### config.mk
export PLATFORM = sky130hd
export DESIGN_NAME = htbd_walker
export DESIGN_NICKNAME = d
export VERILOG_FILES = /design/src/hw/rtl/htbd_pkg.sv /design/src/hw/rtl/htbd_walker.sv
export SDC_FILE = /design/constraint.sdc
export NUM_CORES = 1
export LEC_CHECK = 0
export ABC_AREA = 0
export ABC_CLOCK_PERIOD_IN_PS = 6100
export BUFFER_PORTS_ARGS = -buffer_cell sky130_fd_sc_hd__buf_4
export CAP_MARGIN = 10
export CORE_MARGIN = 1
export CORE_UTILIZATION = 35
export CTS_CLUSTER_DIAMETER = 200
export CTS_CLUSTER_SIZE = 20
export DETAILED_ROUTE_END_ITERATION = 7
export PLACE_DENSITY = 0.57
export RECOVER_POWER = 50
export SLEW_MARGIN = 5
export SYNTH_ARGS = -nofsm -noshare
export SYNTH_HDL_FRONTEND = slang
export SYNTH_SLANG_ARGS = --single-unit
### constraint.sdc
create_clock -name clk -period 6.1 [get_ports clk]
set_clock_uncertainty 0.05 [all_clocks]
set_input_delay 1.22 -clock clk [delete_from_list [all_inputs] [get_ports clk]]
set_output_delay 1.22 -clock clk [all_outputs]
set_load 0.03 [all_outputs]
### src/hw/rtl/htbd_pkg.sv
// shared types and constants for the huffman tree bit decoder
// no dependencies
package htbd_pkg;

	localparam int NODE_COUNT_DEF  = 511;
	localparam int STACK_DEPTH_DEF = 256;
	localparam int SYM_W           = 8;
	localparam int IDX_W           = 9;
	localparam int LVL_W           = 9;
	localparam int CFG_W           = 32;
	localparam int SEEN_W          = 4;
	localparam logic [CFG_W-1:0] BLOCK_SIZE_RST = 32'd4096;

	typedef enum logic {
		OP_TREE = 1'b0,
		OP_DATA = 1'b1
	} op_t;

	typedef enum logic {
		REG_BLOCK_SIZE   = 1'b0,
		REG_SYMBOL_COUNT = 1'b1
	} cfg_reg_t;

	// leaf flag and symbol of one node
	typedef struct packed {
		logic             leaf;
		logic [SYM_W-1:0] sym;
	} node_kind_t;

	typedef struct packed {
		logic             kind_we;
		logic [IDX_W-1:0] kind_addr;
		node_kind_t       kind_data;
		logic             right_we;
		logic [IDX_W-1:0] right_addr;
		logic [IDX_W-1:0] right_data;
	} node_wr_t;

	typedef struct packed {
		logic             en;
		logic [IDX_W-1:0] addr;
	} node_rd_t;

	typedef struct packed {
		node_kind_t       kind;
		logic [IDX_W-1:0] right;
	} node_ent_t;

	typedef struct packed {
		logic [SYM_W-1:0] symbol;
		logic             last;
	} result_t;

endpackage

### src/hw/rtl/htbd_walker.sv
// tree walker: one coded bit per beat, one node read per bit
// depends on htbd_pkg
module htbd_walker (
	input  logic                        clk,
	input  logic                        arst_n,
	input  logic                        step,
	input  logic                        bit_in,
	input  logic [htbd_pkg::CFG_W-1:0]  block_size,
	input  logic [htbd_pkg::CFG_W-1:0]  symbol_count,
	input  logic                        complete,
	input  logic [htbd_pkg::IDX_W-1:0]  nodes_used,
	input  htbd_pkg::node_ent_t         root,
	input  htbd_pkg::node_ent_t         rd_data,
	output htbd_pkg::node_rd_t          rd,
	output logic                        res_valid,
	output htbd_pkg::result_t           res
);
	import htbd_pkg::*;

	logic [IDX_W-1:0] cur_q;
	logic             at_root_q;
	logic [CFG_W-1:0] pos_q;
	logic [CFG_W-1:0] emitted_q;
	node_ent_t        cur_ent, ent2;
	logic             go;
	logic             go_root;
	logic [IDX_W-1:0] node, left, next;
	logic [IDX_W:0]   node_p1;
	logic [CFG_W-1:0] bs;
	logic [CFG_W:0]   pos_p1;
	logic [CFG_W-1:0] emitted_p1;

	assign go      = step && complete && (emitted_q < symbol_count);
	assign cur_ent = at_root_q ? root : rd_data;
	assign go_root = cur_ent.kind.leaf || (pos_q == '0);
	assign node    = go_root ? '0 : cur_q;
	assign ent2    = go_root ? root : cur_ent;
	assign node_p1 = {1'b0, node} + (IDX_W+1)'(1);
	// left child is always the next node built, if it exists
	assign left    = (node_p1 < {1'b0, nodes_used}) ? node_p1[IDX_W-1:0] : '0;
	assign next    = ent2.kind.leaf ? node : (bit_in ? ent2.right : left);
	assign bs      = (block_size == '0) ? CFG_W'(1) : block_size;
	assign pos_p1  = {1'b0, pos_q} + (CFG_W+1)'(1);
	assign emitted_p1 = emitted_q + CFG_W'(1);

	assign rd.en      = go;
	assign rd.addr    = next;
	assign res_valid  = go && cur_ent.kind.leaf;
	assign res.symbol = cur_ent.kind.sym;
	assign res.last   = emitted_p1 == symbol_count;

	always_ff @(posedge clk or negedge arst_n) begin
		if (!arst_n) begin
			cur_q     <= '0;
			at_root_q <= 1'b1;
			pos_q     <= '0;
			emitted_q <= '0;
		end else if (go) begin
			cur_q     <= next;
			at_root_q <= next == '0;
			pos_q     <= (pos_p1 >= {1'b0, bs}) ? '0 : pos_p1[CFG_W-1:0];
			if (cur_ent.kind.leaf) emitted_q <= emitted_p1;
		end
	end

endmodule

## After elaboration in Yosys (flattened, before gate mapping)

Index checks and enable logic that the tools add are counted.

- Register bits: 74
- Word-level logic and storage cells: 27
- Input bits: 114
- Output and inout port bits: 20

- Order comparisons: 3
- Reductions and logical operators: 8
- Add/sub/neg operators: 3
- Equality and inequality tests: 1
- Muxes and demuxes: 8

Operators with widths:

| operator | count |
|---|---|
| logical NOT 32 bit | 2 |
| 2-to-1 mux 32 bit | 2 |
| 2-to-1 mux 18 bit | 2 |
| 2-to-1 mux 9 bit | 4 |
| adder 32 x 1 -> 33 bit (second input constant) | 1 |
| >= comparator 33 x 32 -> 1 bit | 1 |
| adder 32 x 1 -> 32 bit (second input constant) | 1 |
| == test 32 bit | 1 |
| < comparator 32 bit | 1 |
| adder 9 x 1 -> 10 bit (second input constant) | 1 |
| < comparator 10 x 9 -> 1 bit | 1 |
| logical NOT 9 bit | 1 |
| logical AND 1 bit | 3 |
| AND reduction 2 bit | 1 |
| logical OR 1 bit | 1 |

## Depth between registers and ports, before layout

- Depth in word-level cells: 9
- Mapped depth: 19
- Mapped depth without buffers: 16

## Worst setup path after synthesis

Ideal clock, no wire load.

- Path kind: input to output
- Start: input port rd_data[17] (netlist bit)
- End: output port rd[7] (netlist bit)
- Arrival time: 3.888 ns
- Data required time: 4.830 ns
- Stages on the path: 11
- Path buffers: 1
- Slack: 0.942 ns
- Cells stage by stage: mux2i_4 o21ai_4 buf_2 nor2_1 ha_1 and3_1 o21ai_0 a31oi_1 a2111oi_4 o311ai_4 o32ai_2

RTL lines:

| element | RTL line | text |
|---|---|---|
| start, declared | htbd_walker.sv:13 | `input htbd_pkg::node_ent_t rd_data,` |
| end, declared | htbd_walker.sv:14 | `output htbd_pkg::node_rd_t rd,` |

==> summary.txt <==
Synthesis
  – Sequential fraction of the synthesis area: 0.254
  – Main flop type after synthesis: dfrtp_1
  – Area contributors post-synth: dfrtp_1, ha_1, xnor2_1
  – Share of async-settable or async-resettable flops after synthesis: 1.00
  – Syn avg cell area: 8.43 um^2
  – Post-synth EDFFs: 0
  – Cell variety after synth: 75
  – Netlist Area Pre-Place: roughly 7300 um^2
  – Synth top cells by count: nand2_1, inv_1, xnor2_1
  – Register bit total from synthesis: 74
  – Synth warn: 0
  – Post-Syn Instances: 866
  – Yosys top cell by area: dfrtp_1
  – Syn_nets: around 1100
  – Count leader, synth: nand2_1
  – Synth top area share: 0.250

CTS
  – H-tree lvl count: 3
  – Post-CTS Hold Buffers: 0
  – Clk root buf: clkbuf_16
  – CTS tree: yes
  – Clock sinks: 74
  – CTS clk-pin slew, worst paths: 60 ps
  – Post-CTS resize count: 0
  – Worst-Skew Late Latency: roughly 350 ps
  – CTS max path bufs: 2
  – Num CTS Buffers: 9
  – Setup bufs post-CTS: 0

Placement
  – DP HPWL: 15500 um
  – PortBufs: about 130
  – Placer Congestion: between 0.8 and 0.9
  – Placement Setup Slack: ~650 ps

Die
  – Die Y: 146 um
  – # rows: 52
  – Initial Util: 0.359
  – Die width: around 150 um
  – Die ar.: around 21000 um^2
  – Core Region: 20400 um^2
  – Io pins: between 100 and 150

GRT
  – Number of global-route vias before repair: ~6400
  – Largest net degree at the start of global routing: 69
  – Initial antenna violation count: 0
  – First-pass GRT wire length: ~33000 um
  – Total gr overflow: 0
  – Overall Global Routing Usage: 0.192

STA
  – Worst hold slack: roughly 430 ps
  – Final worst slack: approximately 370 ps
  – Worst-margin pin slew: between 3000 and 4000 ps
  – Final worst path period share: 0.940
  – Minimum clock period after layout: about 5700 ps
  – Max Clock Freq: approximately 170 MHz
  – Worst-case headroom to the max-slew limit: -1.18
  – Final Max Tran Viols: 59
  – Final TNS setup: 0 ps
  – Final setup viols: 0
  – RSZ-0062 raised after global routing: false
  – Final hold vios: 0

Route
  – Post-detailed-routing wire length: 20100 um
  – Vias: about 6500
  – DRC viols: 0
  – Wire per inst: 16.0 um
  – Post-route ant nets: 0
  – TritonRoute pass-1 iters: 5
  – Routed vias/inst: 5.20
  – DRT iter0 DRCs: a little over 300

Layout
  – Post-Route Utilization: 0.429
  – Area added between synthesis and finish: 19.7%
  – # fillers: between 2000 and 2500
  – Sequential Area: approximately 1900 um^2
  – Multi-input combinational cell area: between 4000 and 5000 um^2
  – Share of layout cells above drive strength 1: 0.198
  – Layout Nets: ~1200
  – Ant. Diodes: 0

Outcome
  – Status: finished, violations left
  – Failing checks: capacitance limit, slew limit

Worst setup path
  – WP data required: roughly 4800 ps
  – CP arrival: between 4000 and 5000 ps
  – Startpoint types: register
  – Crit Path Category: reg -> out
  – CP Max Fanout: 18
  – Critical Path End Type: primary output

Worst hold path
  – Tightest Hold Check Type: reg -> reg

Power and ir drop
  – Pleak: approximately 0.0042 uW
  – Pwr/cell area: 212 nW/um^2
  – Total design power: 1850 uW
  – Peak supply drop: between 100 and 150 uV

Flow run
  – Max_cap viols: 1
## routing by layer
layer	part of all wire	wire length, um	track usage	vias to the layer above
met5	0	0	0	-
met4	0.014	284	0.0521	0
met3	0.052	1040	0.0372	19
met2	0.44	8870	0.302	174
met1	0.49	9870	0.267	3041
li1	-	-	-	3297
## layout by cell type (no fill, tap or decap), drive strengths merged, types with 34 or more instances in the layout
cell type	n
buf	128
dfrtp	73
ha	75
inv	87
nand2	103
nand3	61
nand4	34
nor2	36
o21ai	38
xnor2	77
## power by group
group / internal (uW) / leakage, uW / switching (uW)
Sequential: 555 / 0.000984 / 119
Clock: 281 / 0.000127 / 213
Combinational: 301 / 0.00309 / 384
## through the flow
step | instance area [um^2] | cells
floorplan | 7300 | 866
global route | 8740 | 1257
finish | 8740 | 1257
global placement | 8520 | 1243
CTS | 8780 | 1257
detailed placement | 8520 | 1243
## sequential cells by signal, summed over array words and instances (netlist names)
| signal | count |
|---|---|
| cur_q | 9 |
| at_root_q | 1 |
| emitted_q | 32 |
| pos_q | 32 |
## critical path, cell delays in order, from the launching register on
cell and delay (ps):
dfrtp_1 470, inv_1 120, ha_1 150, nor4b_2 240
nand4_2 280, o21ai_4 620, nor2_1 110, ha_1 320
and3_1 190, o21ai_0 160, a31oi_1 150, a2111oi_4 380
o311ai_4 260, o32ai_2 420, buf_4 230
## cell families (layout without fill, tap and decap cells)
logic type / Yosys count / in the layout / share of synthesized area
and+or+nand+nor: 333 / 333 / 0.247
AOI/OAI and AO/OA: 134 / 134 / 0.138
buffers and inverters: 119 / 240 / 0.0672
xor gates and xnor gates: 110 / 110 / 0.133
adders and majority gates: 75 / 75 / 0.128
DFF: 74 / 74 / 0.254
muxes: 21 / 21 / 0.0324
## layout make-up
class                           count  area share
Sequential cell                    74       0.212
Timing Repair Buffer              139       0.115
Clock inverter                      3     0.00200
Inverter                           87      0.0374
Multi-Input combinational cell    673       0.567
Clock buffer                       11      0.0278
Tap cell                          270      0.0386
## worst paths after layout
check / start / end / slack [ps] / cells after the start
worst max-delay path: pos_q[0]$_DFFE_PN0P_ / rd[7] / 370 / 14
worst min-delay path: cur_q[8]$_DFFE_PN0P_ / cur_q[8]$_DFFE_PN0P_ / 430 / 2
worst max register to register: pos_q[0]$_DFFE_PN0P_ / at_root_q$_DFFE_PN1P_ / 1640 / 15
worst min register to register: cur_q[8]$_DFFE_PN0P_ / cur_q[8]$_DFFE_PN0P_ / 430 / 2
max in group asynchronous: arst_n / pos_q[29]$_DFFE_PN0P_ / 1340 / 2
min in group asynchronous: arst_n / emitted_q[13]$_DFFE_PN0P_ / 1010 / 1
No activity file was read; power rests on OpenSTA's default activity.
