**config.mk**
```make
export PLATFORM = sky130hd
export DESIGN_NAME = htbd_out_queue
export DESIGN_NICKNAME = d
export VERILOG_FILES = /design/src/hw/rtl/htbd_pkg.sv /design/src/hw/rtl/htbd_out_queue.sv
export SDC_FILE = /design/constraint.sdc
export NUM_CORES = 1
export LEC_CHECK = 0
export ABC_AREA = 1
export BUFFER_PORTS_ARGS = -buffer_cell sky130_fd_sc_hd__clkbuf_2
export CAP_MARGIN = 20
export CORE_ASPECT_RATIO = 0.75
export CORE_MARGIN = 5
export CORE_UTILIZATION = 49
export CTS_CLUSTER_DIAMETER = 80
export DETAILED_ROUTE_END_ITERATION = 10
export PLACE_DENSITY = 0.75
export SLEW_MARGIN = 10
export SYNTH_ARGS = -nofsm -noshare
export SYNTH_HDL_FRONTEND = slang
export SYNTH_SLANG_ARGS = --single-unit
```
**constraint.sdc**
```tcl
create_clock -name clk -period 1.5 [get_ports clk]
set_input_delay 0.3 -clock clk [delete_from_list [all_inputs] [get_ports clk]]
set_output_delay 0.3 -clock clk [all_outputs]
set_load 0.02 [all_outputs]
```
**src/hw/rtl/htbd_pkg.sv**
```systemverilog
// shared types and constants for the huffman tree bit decoder
// no dependencies
package htbd_pkg;

	localparam int NODE_COUNT_DEF  = 511;
	localparam int STACK_DEPTH_DEF = 256;
	localparam int SYM_W           = 8;
	localparam int IDX_W           = 9;
	localparam int LVL_W           = 9;
	localparam int CFG_W           = 32;
	localparam int SEEN_W          = 4;
	localparam logic [CFG_W-1:0] BLOCK_SIZE_RST = 32'd4096;

	typedef enum logic {
		OP_TREE = 1'b0,
		OP_DATA = 1'b1
	} op_t;

	typedef enum logic {
		REG_BLOCK_SIZE   = 1'b0,
		REG_SYMBOL_COUNT = 1'b1
	} cfg_reg_t;

	// leaf flag and symbol of one node
	typedef struct packed {
		logic             leaf;
		logic [SYM_W-1:0] sym;
	} node_kind_t;

	typedef struct packed {
		logic             kind_we;
		logic [IDX_W-1:0] kind_addr;
		node_kind_t       kind_data;
		logic             right_we;
		logic [IDX_W-1:0] right_addr;
		logic [IDX_W-1:0] right_data;
	} node_wr_t;

	typedef struct packed {
		logic             en;
		logic [IDX_W-1:0] addr;
	} node_rd_t;

	typedef struct packed {
		node_kind_t       kind;
		logic [IDX_W-1:0] right;
	} node_ent_t;

	typedef struct packed {
		logic [SYM_W-1:0] symbol;
		logic             last;
	} result_t;

endpackage

```
**src/hw/rtl/htbd_out_queue.sv**
```systemverilog
// two-entry result queue in front of the output channel
// depends on htbd_pkg
module htbd_out_queue (
	input  logic              clk,
	input  logic              arst_n,
	input  logic              push,
	input  htbd_pkg::result_t push_data,
	output logic              full,
	output logic              out_valid,
	input  logic              out_stall,
	output htbd_pkg::result_t out_data
);
	import htbd_pkg::*;

	result_t    mem_q [2];
	logic       wp_q, rp_q;
	logic [1:0] cnt_q;
	logic       pop;

	assign pop       = out_valid && !out_stall;
	assign full      = cnt_q == 2'd2;
	assign out_valid = cnt_q != 2'd0;
	assign out_data  = mem_q[rp_q];

	always_ff @(posedge clk) begin
		if (push) mem_q[wp_q] <= push_data;
	end

	always_ff @(posedge clk or negedge arst_n) begin
		if (!arst_n) begin
			wp_q  <= 1'b0;
			rp_q  <= 1'b0;
			cnt_q <= 2'd0;
		end else begin
			if (push) wp_q <= !wp_q;
			if (pop) rp_q <= !rp_q;
			cnt_q <= cnt_q + 2'(push) - 2'(pop);
		end
	end

endmodule

```
## Word-level counts from Yosys, hierarchy flattened

Memory sizes are Yosys's and may differ from the RTL's.
Cells that the tools add are included.

- Register bits: 4
- RAM bits: 18
- Output and inout bits: 11
- Word-level logic and storage cells: 14
- Memories: 1

- $add $sub $neg: 2
- Equal/unequal tests: 1
- Multiplexer cells: 2
- Reduce and logical (&&, ||, !) cells: 5

Memory list:

| name | depth | bits a word | rd ports | clocked after memory_dff | wr ports | line | text |
|---|---|---|---|---|---|---|---|
| mem_q | 2 | 9 | 1 | 0 | 1 | htbd_out_queue.sv:15 | `result_t mem_q [2];` |

Operators by type and width:

| kind | number |
|---|---|
| zero test 1 bit | 3 |
| adder 2 x 1 -> 2 bit | 1 |
| equality test 2 bit (second input constant) | 1 |
| 2-to-1 mux 1 bit | 2 |
| nonzero test 2 bit | 1 |
| subtractor 2 x 1 -> 2 bit | 1 |
| logical AND 1 bit | 1 |

## Depth between registers and ports, before layout

- Word-level depth: 3
- Gate-level depth with buffers: 10
- Depth with buffers taken out: 10

## Least setup slack after synthesis

No wires, ideal clock.

- Path type: reg2reg
- Start: register cnt_q[1]
- End: register cnt_q[1]
- Setup time: 116 ps
- Arrival: 1195 ps
- Data required time: 1384 ps
- Setup slack: 188 ps
- Cell stages (with the launch flop): 10
- Path buffers: 0
- Period minus slack after synthesis: 1312 ps
- Cells stage by stage: dfrtp_1 -> inv_2 -> nand2_4 -> nand2_2 -> inv_1 -> ha_1 -> inv_1 -> ha_1 -> nand3_1 -> nand2_1

- Longest elaborated chain between the ends: 3
- Elaborated cells between the ends (all ways): 4
- Classes of those cells: 2 x add/sub; 2 x reduce/logical

RTL lines:

| what | line | text |
|---|---|---|
| start: declaration | htbd_out_queue.sv:17 | `logic [1:0] cnt_q;` |
| start signal: assignment | htbd_out_queue.sv:37 | `cnt_q <= cnt_q + 2'(push) - 2'(pop);` |
| nonzero test 2 bit | htbd_out_queue.sv:22 | `assign out_valid = cnt_q != 2'd0;` |
| named net out_valid | htbd_out_queue.sv:9 | `output logic out_valid,` |
| logical AND 1 bit | htbd_out_queue.sv:20 | `assign pop = out_valid && !out_stall;` |
| named net pop | htbd_out_queue.sv:18 | `logic pop;` |
| subtractor 2 x 1 -> 2 bit | htbd_out_queue.sv:37 |  |

The timed path passes the listed nets, and every way through them passes these cells.
A chain may end at the register's enable or synchronous reset.

==> results.md <==
- Among all cell types in the netlist, the one instantiated most often is sky130_fd_sc_hd__nand2_1.
- The cell-internal power is around 1.4 mW.
- The net count after synthesis is a little over 90.
- The detailed router placed 629 vias in this run.
- The core area is 1720 um^2.
- For the final database, setup skew stands at 0.00383 ns.
- Using the TritonRoute via totals, the vias-per-cell ratio works out to 4.84.
- Wires add up to roughly 1600 um.
- Setup repair after global routing could not meet its margin everywhere.
- The startpoint identified for the worst hold timing path is push_data[0].
- After synthesis the netlist holds a flip-flop and latch count of 22.
- The number of sinks driven by the clock tree is 22.
- The sort of element at the start of the critical path is a register.
- The Yosys warning count is 0.
- The run finished with clean final reports.
- The detail route stage leaves a number of antenna-violating nets equal to 0.
- Of the total power, the clock network draws 0.116.
- At the end of routability-driven placement, the weighted congestion stood at roughly 0.70.
- Of all flip-flops after synthesis, the portion carrying an async set or reset was 0.182.
- The pin count of the biggest net entering global routing is 13.
- The post-synthesis instance area is 890 um^2.
- The final hold slack is approximately 0.18 ns.
- The analysis attributes to cell leakage a power of approximately 0.56 nW.
- The worst path arrival time is about 1.2 ns.
- The start point of the critical path is rp_q$_DFFE_PN0P_.
- The normalized max-slew margin is 0.764.
- The final critical-path share of the clock period is 0.976.
- After detailed routing, the number of remaining DRC violations is 0.
- At the later pin of the worst-skew pair, clock insertion delay measures roughly 0.3 ns.
- After legalization and detailed placement, the total HPWL measured 1220 um.
- The highest attainable clock frequency is 0.683 GHz.
- The maximum vdd drop is ~1.2 mV.
- Including well taps, the total number of placed cells is between 100 and 150.
- The routed design could run at a clock period as short as roughly 1.5 ns.
- The number of antenna violations at the first check in global routing is 0.
- The top-level port count is 24.
- The first TritonRoute pass finished after 3 iterations.
- Dividing the detail-routed wire length by the instance count gives roughly 13 um.
- The worst setup path is captured at a primary output.
- The clock transition at the registers of the reported paths is roughly 0.11 ns.
- In this run the mean area of a mapped cell was roughly 12 um^2.
- The area share of the largest cell type after synthesis is 0.608.
- For this configuration, the core starts out at a cell density of 0.516.
- CTS built an H-tree with a depth of 1.
- The total count of hold-check failures in the final report was 0.
- After floorplanning, the core was divided into 13 placement rows.
- The share of the Yosys chip area taken by registers is 0.720.
- Relative to the synthesized area, the layout overhead comes to 32.8%.
- The count of mapped cells out of synthesis is between 70 and 80.
- Buffers placed on the I/O ports in this run total 23.
- For this run, the total global-route usage over all layers was measured as 0.133.
- The beginning of the worst register-to-register path is cnt_q[0]$_DFF_PN0_.
- The pin slew with the least headroom to its limit is between 0.3 and 0.4 ns.
- In this run the clock root is driven by a sky130_fd_sc_hd__clkbuf_4.
- In this run the vertical extent of the chip is ~47 um.
- The commonest cells after synthesis are 35 x sky130_fd_sc_hd__nand2_1, 18 x sky130_fd_sc_hd__edfxtp_1, 7 x sky130_fd_sc_hd__inv_1, 4 x sky130_fd_sc_hd__dfrtp_1, 3 x sky130_fd_sc_hd__inv_2.
- TritonCTS built the clock tree.
- The leading area contributor after synthesis is sky130_fd_sc_hd__edfxtp_1.
- The required time of the worst setup path is ~1.2 ns.
- For the worst flop-to-flop path, the logic depth is 10.
- The die covers approximately 2800 um^2.
- In the final layout, the share of cells above drive strength 1 is 0.444.
- The violation count after the first detailed-routing iteration is 10.
- The ratio of total power to cell area is 1960 nW/um^2.
- In this run the worst path has a maximum fanout of 6.
- The total negative slack for setup checks is 0 ns.
- Counting instances, the worst hold path has a depth of 1.
- The combinational share of power is 0.488.
- The final standard cell utilization of the core is 0.685.
- The number of synthesized flops with an enable pin is 18.
- Excluding fillers, the count of instances in the completed layout stands at 130.
- In the final design database the tool counted between 100 and 150 nets.
- The first global-routing pass estimated between 2000 and 3000 um of wire.
- Measured along the x axis, the die boundary spans ~59 um.
- The number of distinct library cells after synthesis is 12.
- The number of global-route vias before repair was around 640.
- The maximum buffer depth of the clock tree is 2.
- Of the total power, registers draw 0.396.
- The total inserted antenna cells is 0.
- The max-capacitance violation count is 0.
- For this run the aggregate overflow at the end of global routing stands at 0.
- In the synthesized netlist the dominant register cell turns out to be sky130_fd_sc_hd__edfxtp_1.
- The number of max-slew violations in the final report came to 0.
- In this run the power spent charging and discharging nets is about 0.9 mW.
- The critical path class is reg2out.
- Sorting the synthesized cells by area gives the leading types as sky130_fd_sc_hd__edfxtp_1 61%, sky130_fd_sc_hd__nand2_1 15%, sky130_fd_sc_hd__dfrtp_1 11%.
- The number of endpoints failing setup at the final stage is 0.
- The number of buffers inserted during clock tree synthesis is 3.
- Of the total power, the share spent switching nets is 0.388.
- In this run the worst hold path is classified as in2reg.
-- cell families (layout without fill, tap and decap cells) --
kind of cell,after synthesis,count (layout),synth area share
xor+xnor,1,1,0.00985
simple gates,41,41,0.187
flops,22,22,0.720
fa+ha+maj,2,2,0.0281
buf+inv,11,42,0.0549
-- final timing paths --
kind	endpoint	slack (ns)
setup reg to reg	cnt_q[1]$_DFF_PN0_	0.10
setup / recovery	out_data[4]	0.04
hold / removal	mem_q[0][0]$_DFFE_PP_	0.18
max in group asynchronous	rp_q$_DFFE_PN0P_	1.02
min in group asynchronous	cnt_q[1]$_DFF_PN0_	0.34
hold reg to reg	wp_q$_DFFE_PN0P_	0.51
-- power by group through the flow --
stage	Combinational (mW)	Clock [mW]	Sequential (mW)
floorplan	0.608	0	0.893
detailed placement	0.864	0	0.919
global placement	0.824	0	0.912
CTS	0.900	0.270	0.907
finish	1.13	0.269	0.917
global route	1.24	0.300	0.933
-- repair_timing --
action,4_1_cts,5_1_grt
pin swaps,0,5
hold endpoints to repair,4,0
hold buffers,1,0
setup endpoints to repair,9,10
buffers inserted,1,1
resized for setup,2,40
-- sequential cells by signal (all words and copies together), names as in the netlist --
name   cells
mem_q     18
rp_q       1
wp_q       1
cnt_q      2
-- metrics by stage --
| step | setup WS, ns | area, um^2 | total power, mW |
|---|---|---|---|
| final | 0.0365 | 1180 | 2.32 |
| after global routing | -0.0359 | 1180 | 2.47 |
| after CTS | 0.0145 | 1080 | 2.08 |
| after detailed placement | 0.114 | 1040 | 1.78 |
| after global placement | 0.198 | 1040 | 1.74 |
| after floorplan | 0.188 | 890 | 1.50 |
-- critical path, stage by stage, from the launching register on --
cell                      delay, ns
sky130_fd_sc_hd__dfrtp_2       0.47
sky130_fd_sc_hd__buf_6         0.16
sky130_fd_sc_hd__nand2_2       0.06
sky130_fd_sc_hd__nand2_2       0.06
sky130_fd_sc_hd__buf_6         0.13
-- metal layers --
| metal | GRT usage | share of wire |
|---|---|---|
| met1 | 0.130 | 0.38 |
| met2 | 0.257 | 0.56 |
| met3 | 0.0495 | 0.053 |
| met4 | 0.0543 | 0.0074 |
| met5 | 0 | 0 |
-- layout make-up --
class | instances | area, um^2
Multi-Input combinational cell | 44 | 230
Inverter | 10 | 42.5
Sequential cell | 22 | 642
Tap cell | 22 | 27.5
Clock buffer | 4 | 26.3
Timing Repair Buffer | 28 | 213
Fill cell | 151 | 543
-- cells in the final DEF, fill, tap and decap left out --
| cell type | Yosys | routed |
|---|---|---|
| sky130_fd_sc_hd__nand2_1 | 35 | 23 |
| sky130_fd_sc_hd__edfxtp_1 | 18 | 18 |
| sky130_fd_sc_hd__clkbuf_2 | 0 | 14 |
| sky130_fd_sc_hd__nand2_2 | 1 | 13 |
| sky130_fd_sc_hd__buf_6 | 1 | 10 |
| sky130_fd_sc_hd__inv_1 | 7 | 7 |
| sky130_fd_sc_hd__clkbuf_4 | 0 | 3 |
| sky130_fd_sc_hd__dfrtp_1 | 4 | 3 |
| sky130_fd_sc_hd__inv_2 | 3 | 2 |
| sky130_fd_sc_hd__nand3_1 | 2 | 2 |
| sky130_fd_sc_hd__nor2_1 | 2 | 2 |
| sky130_fd_sc_hd__ha_1 | 2 | 2 |
| sky130_fd_sc_hd__buf_4 | 0 | 2 |
| sky130_fd_sc_hd__clkinv_4 | 0 | 1 |
| sky130_fd_sc_hd__nand2_4 | 1 | 1 |
| sky130_fd_sc_hd__xor2_1 | 1 | 1 |
| sky130_fd_sc_hd__clkbuf_1 | 0 | 1 |
| sky130_fd_sc_hd__dlygate4sd3_1 | 0 | 1 |
| sky130_fd_sc_hd__buf_2 | 0 | 1 |
| sky130_fd_sc_hd__dfrtp_2 | 0 | 1 |
Power figures use the tool's default switching activity.
