`config.mk`:
```
export PLATFORM = sky130hd
export DESIGN_NAME = htbd_builder
export DESIGN_NICKNAME = d
export VERILOG_FILES = /design/src/hw/rtl/htbd_pkg.sv /design/src/hw/rtl/htbd_builder.sv
export SDC_FILE = /design/constraint.sdc
export NUM_CORES = 2
export LEC_CHECK = 0
export BUFFER_PORTS_ARGS = -buffer_cell sky130_fd_sc_hd__buf_4
export CAP_MARGIN = 20
export CORE_ASPECT_RATIO = 0.6
export CORE_MARGIN = 5
export CORE_UTILIZATION = 60
export CTS_CLUSTER_SIZE = 12
export DETAILED_ROUTE_END_ITERATION = 12
export PLACE_DENSITY = 0.75
export SLEW_MARGIN = 15
export SYNTH_ARGS = -nofsm -noshare
export SYNTH_HDL_FRONTEND = slang
export SYNTH_SLANG_ARGS = --single-unit
```
`constraint.sdc`:
```
create_clock -name clk -period 12.6 [get_ports clk]
set_input_delay 0.63 -clock clk [delete_from_list [all_inputs] [get_ports clk]]
set_output_delay 0.63 -clock clk [all_outputs]
set_load 0.02 [all_outputs]
```
`src/hw/rtl/htbd_pkg.sv`:
```
// shared types and constants for the huffman tree bit decoder
// no dependencies
package htbd_pkg;

	localparam int NODE_COUNT_DEF  = 511;
	localparam int STACK_DEPTH_DEF = 256;
	localparam int SYM_W           = 8;
	localparam int IDX_W           = 9;
	localparam int LVL_W           = 9;
	localparam int CFG_W           = 32;
	localparam int SEEN_W          = 4;
	localparam logic [CFG_W-1:0] BLOCK_SIZE_RST = 32'd4096;

	typedef enum logic {
		OP_TREE = 1'b0,
		OP_DATA = 1'b1
	} op_t;

	typedef enum logic {
		REG_BLOCK_SIZE   = 1'b0,
		REG_SYMBOL_COUNT = 1'b1
	} cfg_reg_t;

	// leaf flag and symbol of one node
	typedef struct packed {
		logic             leaf;
		logic [SYM_W-1:0] sym;
	} node_kind_t;

	typedef struct packed {
		logic             kind_we;
		logic [IDX_W-1:0] kind_addr;
		node_kind_t       kind_data;
		logic             right_we;
		logic [IDX_W-1:0] right_addr;
		logic [IDX_W-1:0] right_data;
	} node_wr_t;

	typedef struct packed {
		logic             en;
		logic [IDX_W-1:0] addr;
	} node_rd_t;

	typedef struct packed {
		node_kind_t       kind;
		logic [IDX_W-1:0] right;
	} node_ent_t;

	typedef struct packed {
		logic [SYM_W-1:0] symbol;
		logic             last;
	} result_t;

endpackage

```
`src/hw/rtl/htbd_builder.sv`:
```
// tree builder: takes preorder tree bits, writes the node store, keeps the slot stack
// depends on htbd_pkg
module htbd_builder #(
	parameter int NODE_COUNT  = htbd_pkg::NODE_COUNT_DEF,
	parameter int STACK_DEPTH = htbd_pkg::STACK_DEPTH_DEF
) (
	input  logic                     clk,
	input  logic                     arst_n,
	input  logic                     step,
	input  logic                     bit_in,
	output htbd_pkg::node_wr_t       wr,
	output htbd_pkg::node_ent_t      root,
	output logic [htbd_pkg::IDX_W-1:0] nodes_used,
	output logic                     complete
);
	import htbd_pkg::*;

	localparam int SDEP = STACK_DEPTH - 1;
	localparam int SAW  = (SDEP > 1) ? $clog2(SDEP) : 1;

	logic [IDX_W-1:0]  nodes_q, nodes_d;
	logic [LVL_W-1:0]  level_q, level_d;
	logic [IDX_W-1:0]  pend_node_q, pend_node_d;
	logic              pend_right_q, pend_right_d;
	logic              pend_root_q, pend_root_d;
	logic [SYM_W-1:0]  shift_q, shift_d;
	logic [SEEN_W-1:0] seen_q, seen_d;
	logic              complete_q, complete_d;
	logic [IDX_W-1:0]  tos_q, tos_d;
	logic [IDX_W-1:0]  stk_rd_q;
	node_ent_t         root_q, root_d;
	logic              push;
	logic [IDX_W-1:0]  stk_mem [SDEP];
	logic [SYM_W-1:0]  shift_nx;
	logic              room;
	logic              link_right;
	logic [LVL_W-1:0]  lvl_m1, lvl_m2;

	assign room     = nodes_q < IDX_W'(NODE_COUNT);
	assign shift_nx = {shift_q[SYM_W-2:0], bit_in};
	assign link_right = !pend_root_q && pend_right_q;
	assign lvl_m1   = level_q - LVL_W'(1);
	assign lvl_m2   = level_q - LVL_W'(2);

	always_comb begin
		nodes_d      = nodes_q;
		level_d      = level_q;
		pend_node_d  = pend_node_q;
		pend_right_d = pend_right_q;
		pend_root_d  = pend_root_q;
		shift_d      = shift_q;
		seen_d       = seen_q;
		complete_d   = complete_q;
		tos_d        = tos_q;
		root_d       = root_q;
		push         = 1'b0;
		wr           = '0;
		wr.kind_addr = nodes_q;
		if (step && !complete_q) begin
			priority if (seen_q != '0) begin
				shift_d = shift_nx;
				seen_d  = seen_q + SEEN_W'(1);
				if (seen_q == SEEN_W'(SYM_W)) begin
					if (room) begin
						wr.kind_we   = 1'b1;
						wr.kind_data = '{leaf: 1'b1, sym: shift_nx};
						if (link_right) begin
							wr.right_we   = 1'b1;
							wr.right_addr = pend_node_q;
							wr.right_data = nodes_q;
							if (pend_node_q == '0) root_d.right = nodes_q;
						end
						if (nodes_q == '0) root_d.kind = '{leaf: 1'b1, sym: shift_nx};
						nodes_d = nodes_q + IDX_W'(1);
					end
					seen_d  = '0;
					shift_d = '0;
					// node finished: pop the next open right slot
					if (level_q == '0) begin
						complete_d = 1'b1;
					end else begin
						level_d      = lvl_m1;
						pend_node_d  = tos_q;
						pend_right_d = 1'b1;
						pend_root_d  = 1'b0;
						tos_d        = stk_rd_q;
					end
				end
			end else if (bit_in) begin
				if (room) begin
					seen_d  = SEEN_W'(1);
					shift_d = '0;
				end
			end else begin
				if (room && level_q < LVL_W'(STACK_DEPTH)) begin
					wr.kind_we   = 1'b1;
					wr.kind_data = '0;
					wr.right_we  = 1'b1;
					if (link_right) begin
						wr.right_addr = pend_node_q;
						wr.right_data = nodes_q;
						if (pend_node_q == '0) root_d.right = nodes_q;
					end else begin
						wr.right_addr = nodes_q;
						wr.right_data = '0;
					end
					if (nodes_q == '0) root_d = '0;
					nodes_d      = nodes_q + IDX_W'(1);
					push         = 1'b1;
					tos_d        = nodes_q;
					level_d      = level_q + LVL_W'(1);
					pend_node_d  = nodes_q;
					pend_right_d = 1'b0;
					pend_root_d  = 1'b0;
				end
			end
		end
	end

	always_ff @(posedge clk or negedge arst_n) begin
		if (!arst_n) begin
			nodes_q      <= '0;
			level_q      <= '0;
			pend_node_q  <= '0;
			pend_right_q <= 1'b0;
			pend_root_q  <= 1'b1;
			shift_q      <= '0;
			seen_q       <= '0;
			complete_q   <= 1'b0;
			tos_q        <= '0;
			root_q       <= '0;
		end else begin
			nodes_q      <= nodes_d;
			level_q      <= level_d;
			pend_node_q  <= pend_node_d;
			pend_right_q <= pend_right_d;
			pend_root_q  <= pend_root_d;
			shift_q      <= shift_d;
			seen_q       <= seen_d;
			complete_q   <= complete_d;
			tos_q        <= tos_d;
			root_q       <= root_d;
		end
	end

	// entries below top of stack; read is prefetched every cycle
	always_ff @(posedge clk) begin
		if (push && level_q != '0) begin
			stk_mem[lvl_m1[SAW-1:0]] <= tos_q;
		end
		stk_rd_q <= stk_mem[lvl_m2[SAW-1:0]];
	end

	assign root       = root_q;
	assign nodes_used = nodes_q;
	assign complete   = complete_q;

endmodule

```
Yosys cells after proc, flatten, opt, wreduce, memory -nomap -nowiden
Memory sizes are Yosys's and may differ from the RTL's. A register that Yosys moved wholly into a read port is not among the register bits.
Index checks and enable logic that the tools add are counted.
W data, S select, Z words.
{"block": "classes", "reduce_logical": 19, "n_lt_le_gt_ge": 2, "n_addsub": 5, "eq_ne": 5, "mux": 61}
{"operator": "$mux W9", "count": 21}
{"operator": "$mux W18", "count": 7}
{"operator": "$mux W28", "count": 4}
{"operator": "$mux W19", "count": 3}
{"operator": "$mux W7", "count": 4}
{"operator": "$logic_not A9 Y1", "count": 3}
{"operator": "$add A9 B1 Y9 const B", "count": 2}
{"operator": "$lt A9 B9 Y1 const B", "count": 2}
{"operator": "$mux W1", "count": 18}
{"operator": "$mux W4", "count": 4}
{"operator": "$reduce_and A5 Y1", "count": 2}
{"operator": "$reduce_bool A9 Y1", "count": 1}
{"operator": "$sub A9 B1 Y9 const B", "count": 1}
{"operator": "$sub A8 B2 Y8 const B", "count": 1}
{"operator": "$reduce_and A6 Y1", "count": 1}
{"operator": "$reduce_bool A2 Y1", "count": 3}
{"operator": "$add A4 B1 Y4 const B", "count": 1}
{"operator": "$eq A4 B4 Y1 const B", "count": 1}
{"operator": "$logic_and A1 B1 Y1", "count": 4}
{"operator": "$ne A2 B1 Y1 const B", "count": 2}
{"operator": "$ne A2 B2 Y1 const B", "count": 2}
{"operator": "$reduce_and A4 Y1", "count": 1}
{"operator": "$reduce_bool A4 Y1", "count": 1}
{"operator": "$reduce_and A3 Y1", "count": 1}
{"operator": "$logic_not A1 Y1", "count": 2}
{"block": "word_totals", "out_inout_bits": 66, "mem_count": 1, "ff_bits": 68, "in_bits": 4, "word_cells": 105, "ram_bits": 2295}
{"memory": "stk_mem", "depth": 255, "word_bits": 9, "rd": 1, "rd_clocked_by_memory_dff": 1, "write_ports": 1, "line_no": "htbd_builder.sv:33", "rtl": "logic [IDX_W-1:0] stk_mem [SDEP];"}

Depth between registers and ports, before layout
{"block": "depth", "word_depth": 9, "depth_mapped": 17, "mapped_depth_nobuf": 9}

Least setup slack after synthesis
No wires, ideal clock.
{"block": "synth_path", "path_kind": "reg-to-reg", "from": "reg level_q[1]", "to": "mem stk_mem[196][0] (enable)", "path_stages_with_launch": 14, "path_buffers": 4, "t_required_ns": 12.226, "setup_time_ns": 0.374, "arrival_ns": 3.710, "setup_slack_ns": 8.516, "synth_period_minus_slack_ns": 4.084, "path_cell_list": "dfrtp_1 buf_4 inv_1 clkbuf_1 buf_1 ha_1 a21boi_1 nand2_1 or3_1 xor2_1 nor2_1 nand2_1 clkbuf_1 nor2_1"}
{"block": "synth_between", "elab_chain_cells": 9, "word_cells_on_any_way": 11, "cone_classes": "1 x add/sub; 1 x order compare; 6 x mux; 3 x reduce/logical"}
{"element": "from (decl)", "line_no": "htbd_builder.sv:22", "rtl": "logic [LVL_W-1:0] level_q, level_d;"}
{"element": "from (signal assigned)", "line_no": "htbd_builder.sv:134", "rtl": "level_q <= level_d;"}
{"element": "$lt A9 B9 Y1", "line_no": "htbd_builder.sv:95", "rtl": "if (room && level_q < LVL_W'(STACK_DEPTH)) begin"}
{"element": "$logic_and A1 B1 Y1", "line_no": "htbd_builder.sv:95"}
{"element": "$mux W1", "line_no": "htbd_builder.sv:95"}
{"element": "$mux W1", "line_no": "htbd_builder.sv:89", "rtl": "end else if (bit_in) begin"}
{"element": "$mux W1", "line_no": "htbd_builder.sv:60", "rtl": "priority if (seen_q != '0) begin"}
{"element": "$mux W1", "line_no": "htbd_builder.sv:59", "rtl": "if (step && !complete_q) begin"}
{"element": "$logic_and A1 B1 Y1", "line_no": "htbd_builder.sv:148", "rtl": "if (push && level_q != '0) begin"}
{"element": "$mux W1", "line_no": "htbd_builder.sv:148"}
{"element": "$mux W1 (implied by the code)", "line_no": "htbd_builder.sv:149", "rtl": "stk_mem[lvl_m1[SAW-1:0]] <= tos_q;"}
{"element": "to (decl)", "line_no": "htbd_builder.sv:33"}
Parallel ways exist; a longest one is shown, timed or not.

Worst setup path after layout
{"block": "layout_path", "from": "reg level_q[1]", "to": "mem stk_mem[159][6] (enable)"}
The elaborated chain is that of the path after synthesis.

==> results.sh <==
export IMPL_fin_crit_ns=6.16
export IMPL_synthArstFlopShare_pct=2.87
export IMPL_hold_path_class="in2reg"
export IMPL_mostFrequentLayoutCell="edfxtp_1"
export IMPL_fp_dieArea_um2=163000
export IMPL_design_area_um2=102000
export IMPL_grt_pass1_vias=46400
export IMPL_power_share_sequential_pct=41.7
export IMPL_fillers=9419
export IMPL_required_ns=13.05
export IMPL_post_cts_buffers=0
export IMPL_skew_ns=0.0576
export IMPL_core_area_um2=153000
export IMPL_post_route_period_util_pct=48.9
export IMPL_cp_max_fo=49
export IMPL_grt_max_degree=162
export IMPL_reg2reg_from="level_q[1]"
export IMPL_wl_um=241000
export IMPL_synthesis_area_um2=92900
export IMPL_track_usage_pct=29.7
export IMPL_postSynthCellCount=4463
export IMPL_drive_above_1_share_pct=23.7
export IMPL_drv_slew=0
export IMPL_clockBufferDepth=3
export IMPL_tns_ns=0
export IMPL_ys_flop_type="edfxtp_1"
export IMPL_cts_sinks=2372
export IMPL_run_status="finished, final reports clean"
export IMPL_antenna_found_initial=10
export IMPL_hold_viol=0
export IMPL_end_kind="flop"
export IMPL_rows=111
export IMPL_grt_overflow_total=0
export IMPL_final_cell_mix="edfxtp_1 (2,295), mux4_2 (624), nor2_1 (355)"
export IMPL_cts_buffers=217
export IMPL_clkTransAtPathRegs_ns=0.06
export IMPL_dp_hpwl_um=145000
export IMPL_critPathLaunch="level_q[1]"
export IMPL_drtPass1Iterations=7
export IMPL_routed_via_density=7.14
export IMPL_min_from="bit_in"
export IMPL_grt_pass1_wl_um=345000
export IMPL_netSwitchingPower_mw=8.86
export IMPL_drv_cap=0
export IMPL_ios=70
export IMPL_start_kind="flop"
export IMPL_cts_tree="yes"
export IMPL_crit_arrival_ns=6.61
export IMPL_postPlaceCellArea_um2=95600
export IMPL_p_int_mw=16.1
export IMPL_ctsResizeCount=0
export IMPL_vias=48300
export IMPL_ir_worst_vdd_v=0.000225
export IMPL_powerDensity_nw_per_um2=245
export IMPL_p_clk_share_pct=24.0
export IMPL_chipHeight_um=315
export IMPL_syn_to_final_growth_pct=9.72
export IMPL_drc=0
export IMPL_yosysWarnings=0
export IMPL_ys_seq_area_share_pct=76.2
export IMPL_synth_fp_nets=4480
export IMPL_relSlewSlack_pct=7.38
export IMPL_clk_latency_ns=0.86
export IMPL_wire_per_inst_um=35.6
export IMPL_p_leak_nw=31.7
export IMPL_initial_core_util_pct=60.6
export IMPL_avgSynthCellArea_um2=20.8
export IMPL_ys_types=79
export IMPL_port_buffers=69
export IMPL_cts_hold_buf=1
export IMPL_fp_dieW_um=518
export IMPL_tightest_slew_ns=1.39
export IMPL_finalSetupViolations=0
export IMPL_power_frac_comb_pct=34.2
export IMPL_synth_seq_cells=2372
export IMPL_path_class="reg2reg"
export IMPL_dr_first_iter_drc_count=8522
export IMPL_nNetsFinal=4631
export IMPL_synth_edff_count=2295
export IMPL_p_sw_share_pct=35.5
export IMPL_root_buffer="clkbuf_16"
export IMPL_gp_congestion=1.00
export IMPL_postRouteAntennaNets=0
export IMPL_fmax_mhz=162
export IMPL_grt_setup_unrepaired="no"
export IMPL_cts_max_level=4
[path summary, 6_finish.rpt]
check	slack (ns)	depth (start not counted)	endpoint
max	6.44	9	stk_mem[159][6]
min	0.07	3	shift_q[0]
max reg2reg	6.44	9	stk_mem[159][6]
min reg2reg	0.51	2	root[17]
max in group asynchronous	11.36	2	level_q[1]
min in group asynchronous	0.49	2	nodes_used[5]
[critical path: stages, from the launching register on]
cell      delay (ns)
dfrtp_4         0.80
inv_1           0.14
buf_4           0.42
ha_1            0.46
a21boi_1        0.42
nand2_1         0.17
xor2_1          0.28
nor2b_1         1.12
nand2_1         0.85
nor2_1          1.07
[flip-flops by register name (all words and copies together), names as in the netlist]
register	cells
pend_node_q	9
level_q	9
pend_right_q	1
pend_root_q	1
stk_rd_q	9
tos_q	9
complete	1
shift_q	7
root	18
seen_q	4
stk_mem	2295
nodes_used	9
[Yosys cell counts, types with 15 or more instances]
cell | n | area [µm²]
a21oi_1 | 51 | 255
a31oi_1 | 16 | 100
and2_1 | 20 | 125
and3_1 | 24 | 150
buf_1 | 20 | 75.1
buf_2 | 78 | 390
buf_4 | 64 | 480
buf_6 | 21 | 236
clkbuf_1 | 90 | 338
dfrtp_1 | 67 | 1680
edfxtp_1 | 2295 | 68900
inv_1 | 19 | 71.3
mux2i_1 | 64 | 641
mux4_2 | 624 | 14100
nand2_1 | 219 | 822
nand3_1 | 79 | 395
nand4_1 | 15 | 93.8
nor2_1 | 358 | 1340
nor3_1 | 18 | 90.1
o21ai_0 | 36 | 180
o22ai_1 | 66 | 413
xnor2_1 | 17 | 149
[cells by family (layout without fill, tap and decap cells)]
kind of cell               after synthesis  count (layout)  share of synthesized area, %
adders and majority gates               13              13                         0.175
DFF                                   2372            2372                          76.2
muxes                                  698             698                          15.9
and+or+nand+nor                        783             783                          3.66
xor gates and xnor gates                31              31                         0.300
buffers and inverters                  294             558                          1.72
other                                    0               3                             0
AOI/OAI and AO/OA                      272             272                          1.95
[per-layer routing]
layer  wire length, µm  vias up  GRT usage (%)
li1                  -    18600              -
met1             91400    25000           45.2
met5               555        -           2.32
met3             41800      506           12.8
met4              6840       14           8.15
met2            100000     4074           39.5
[power groups by stage]
stage          clock, mW  combinational [mW]  sequential, mW
4_1_cts             6.04                8.21            10.4
3_5_place_dp           0                8.14            10.6
6_report            6.00                8.54            10.4
5_1_grt             6.40                8.79            10.4
3_3_place_gp           0                7.98            10.6
2_1_floorplan          0                4.82            10.9
[per-stage QoR]
stage / utilization, % / std cells / hold WS [ns] / worst slack [ns] / power, mW
after floorplan: - / 4463 / 0.334 / 8.52 / 15.7
after global placement: 62.3 / 6411 / 0.484 / 6.76 / 18.6
after detailed placement: 62.4 / 6420 / 0.491 / 6.83 / 18.8
after CTS: 66.4 / 6753 / 0.0167 / 6.83 / 24.7
after global routing: 66.5 / 6761 / 0.0502 / 6.47 / 25.6
final: 66.5 / 6764 / 0.0709 / 6.44 / 25.0
[layout make-up]
cell class	count	area (µm²)	area share, %
diodes	3	7.51	0.00737
clock buffers	315	5860	5.75
clock inverters	17	307	0.301
inverters	20	75.1	0.0737
multi-input cells	1797	20600	20.2
flip-flops and latches	2372	70800	69.5
well taps	2034	2540	2.50
repair buffers	206	1680	1.65
(Power assumes the default switching activity.)
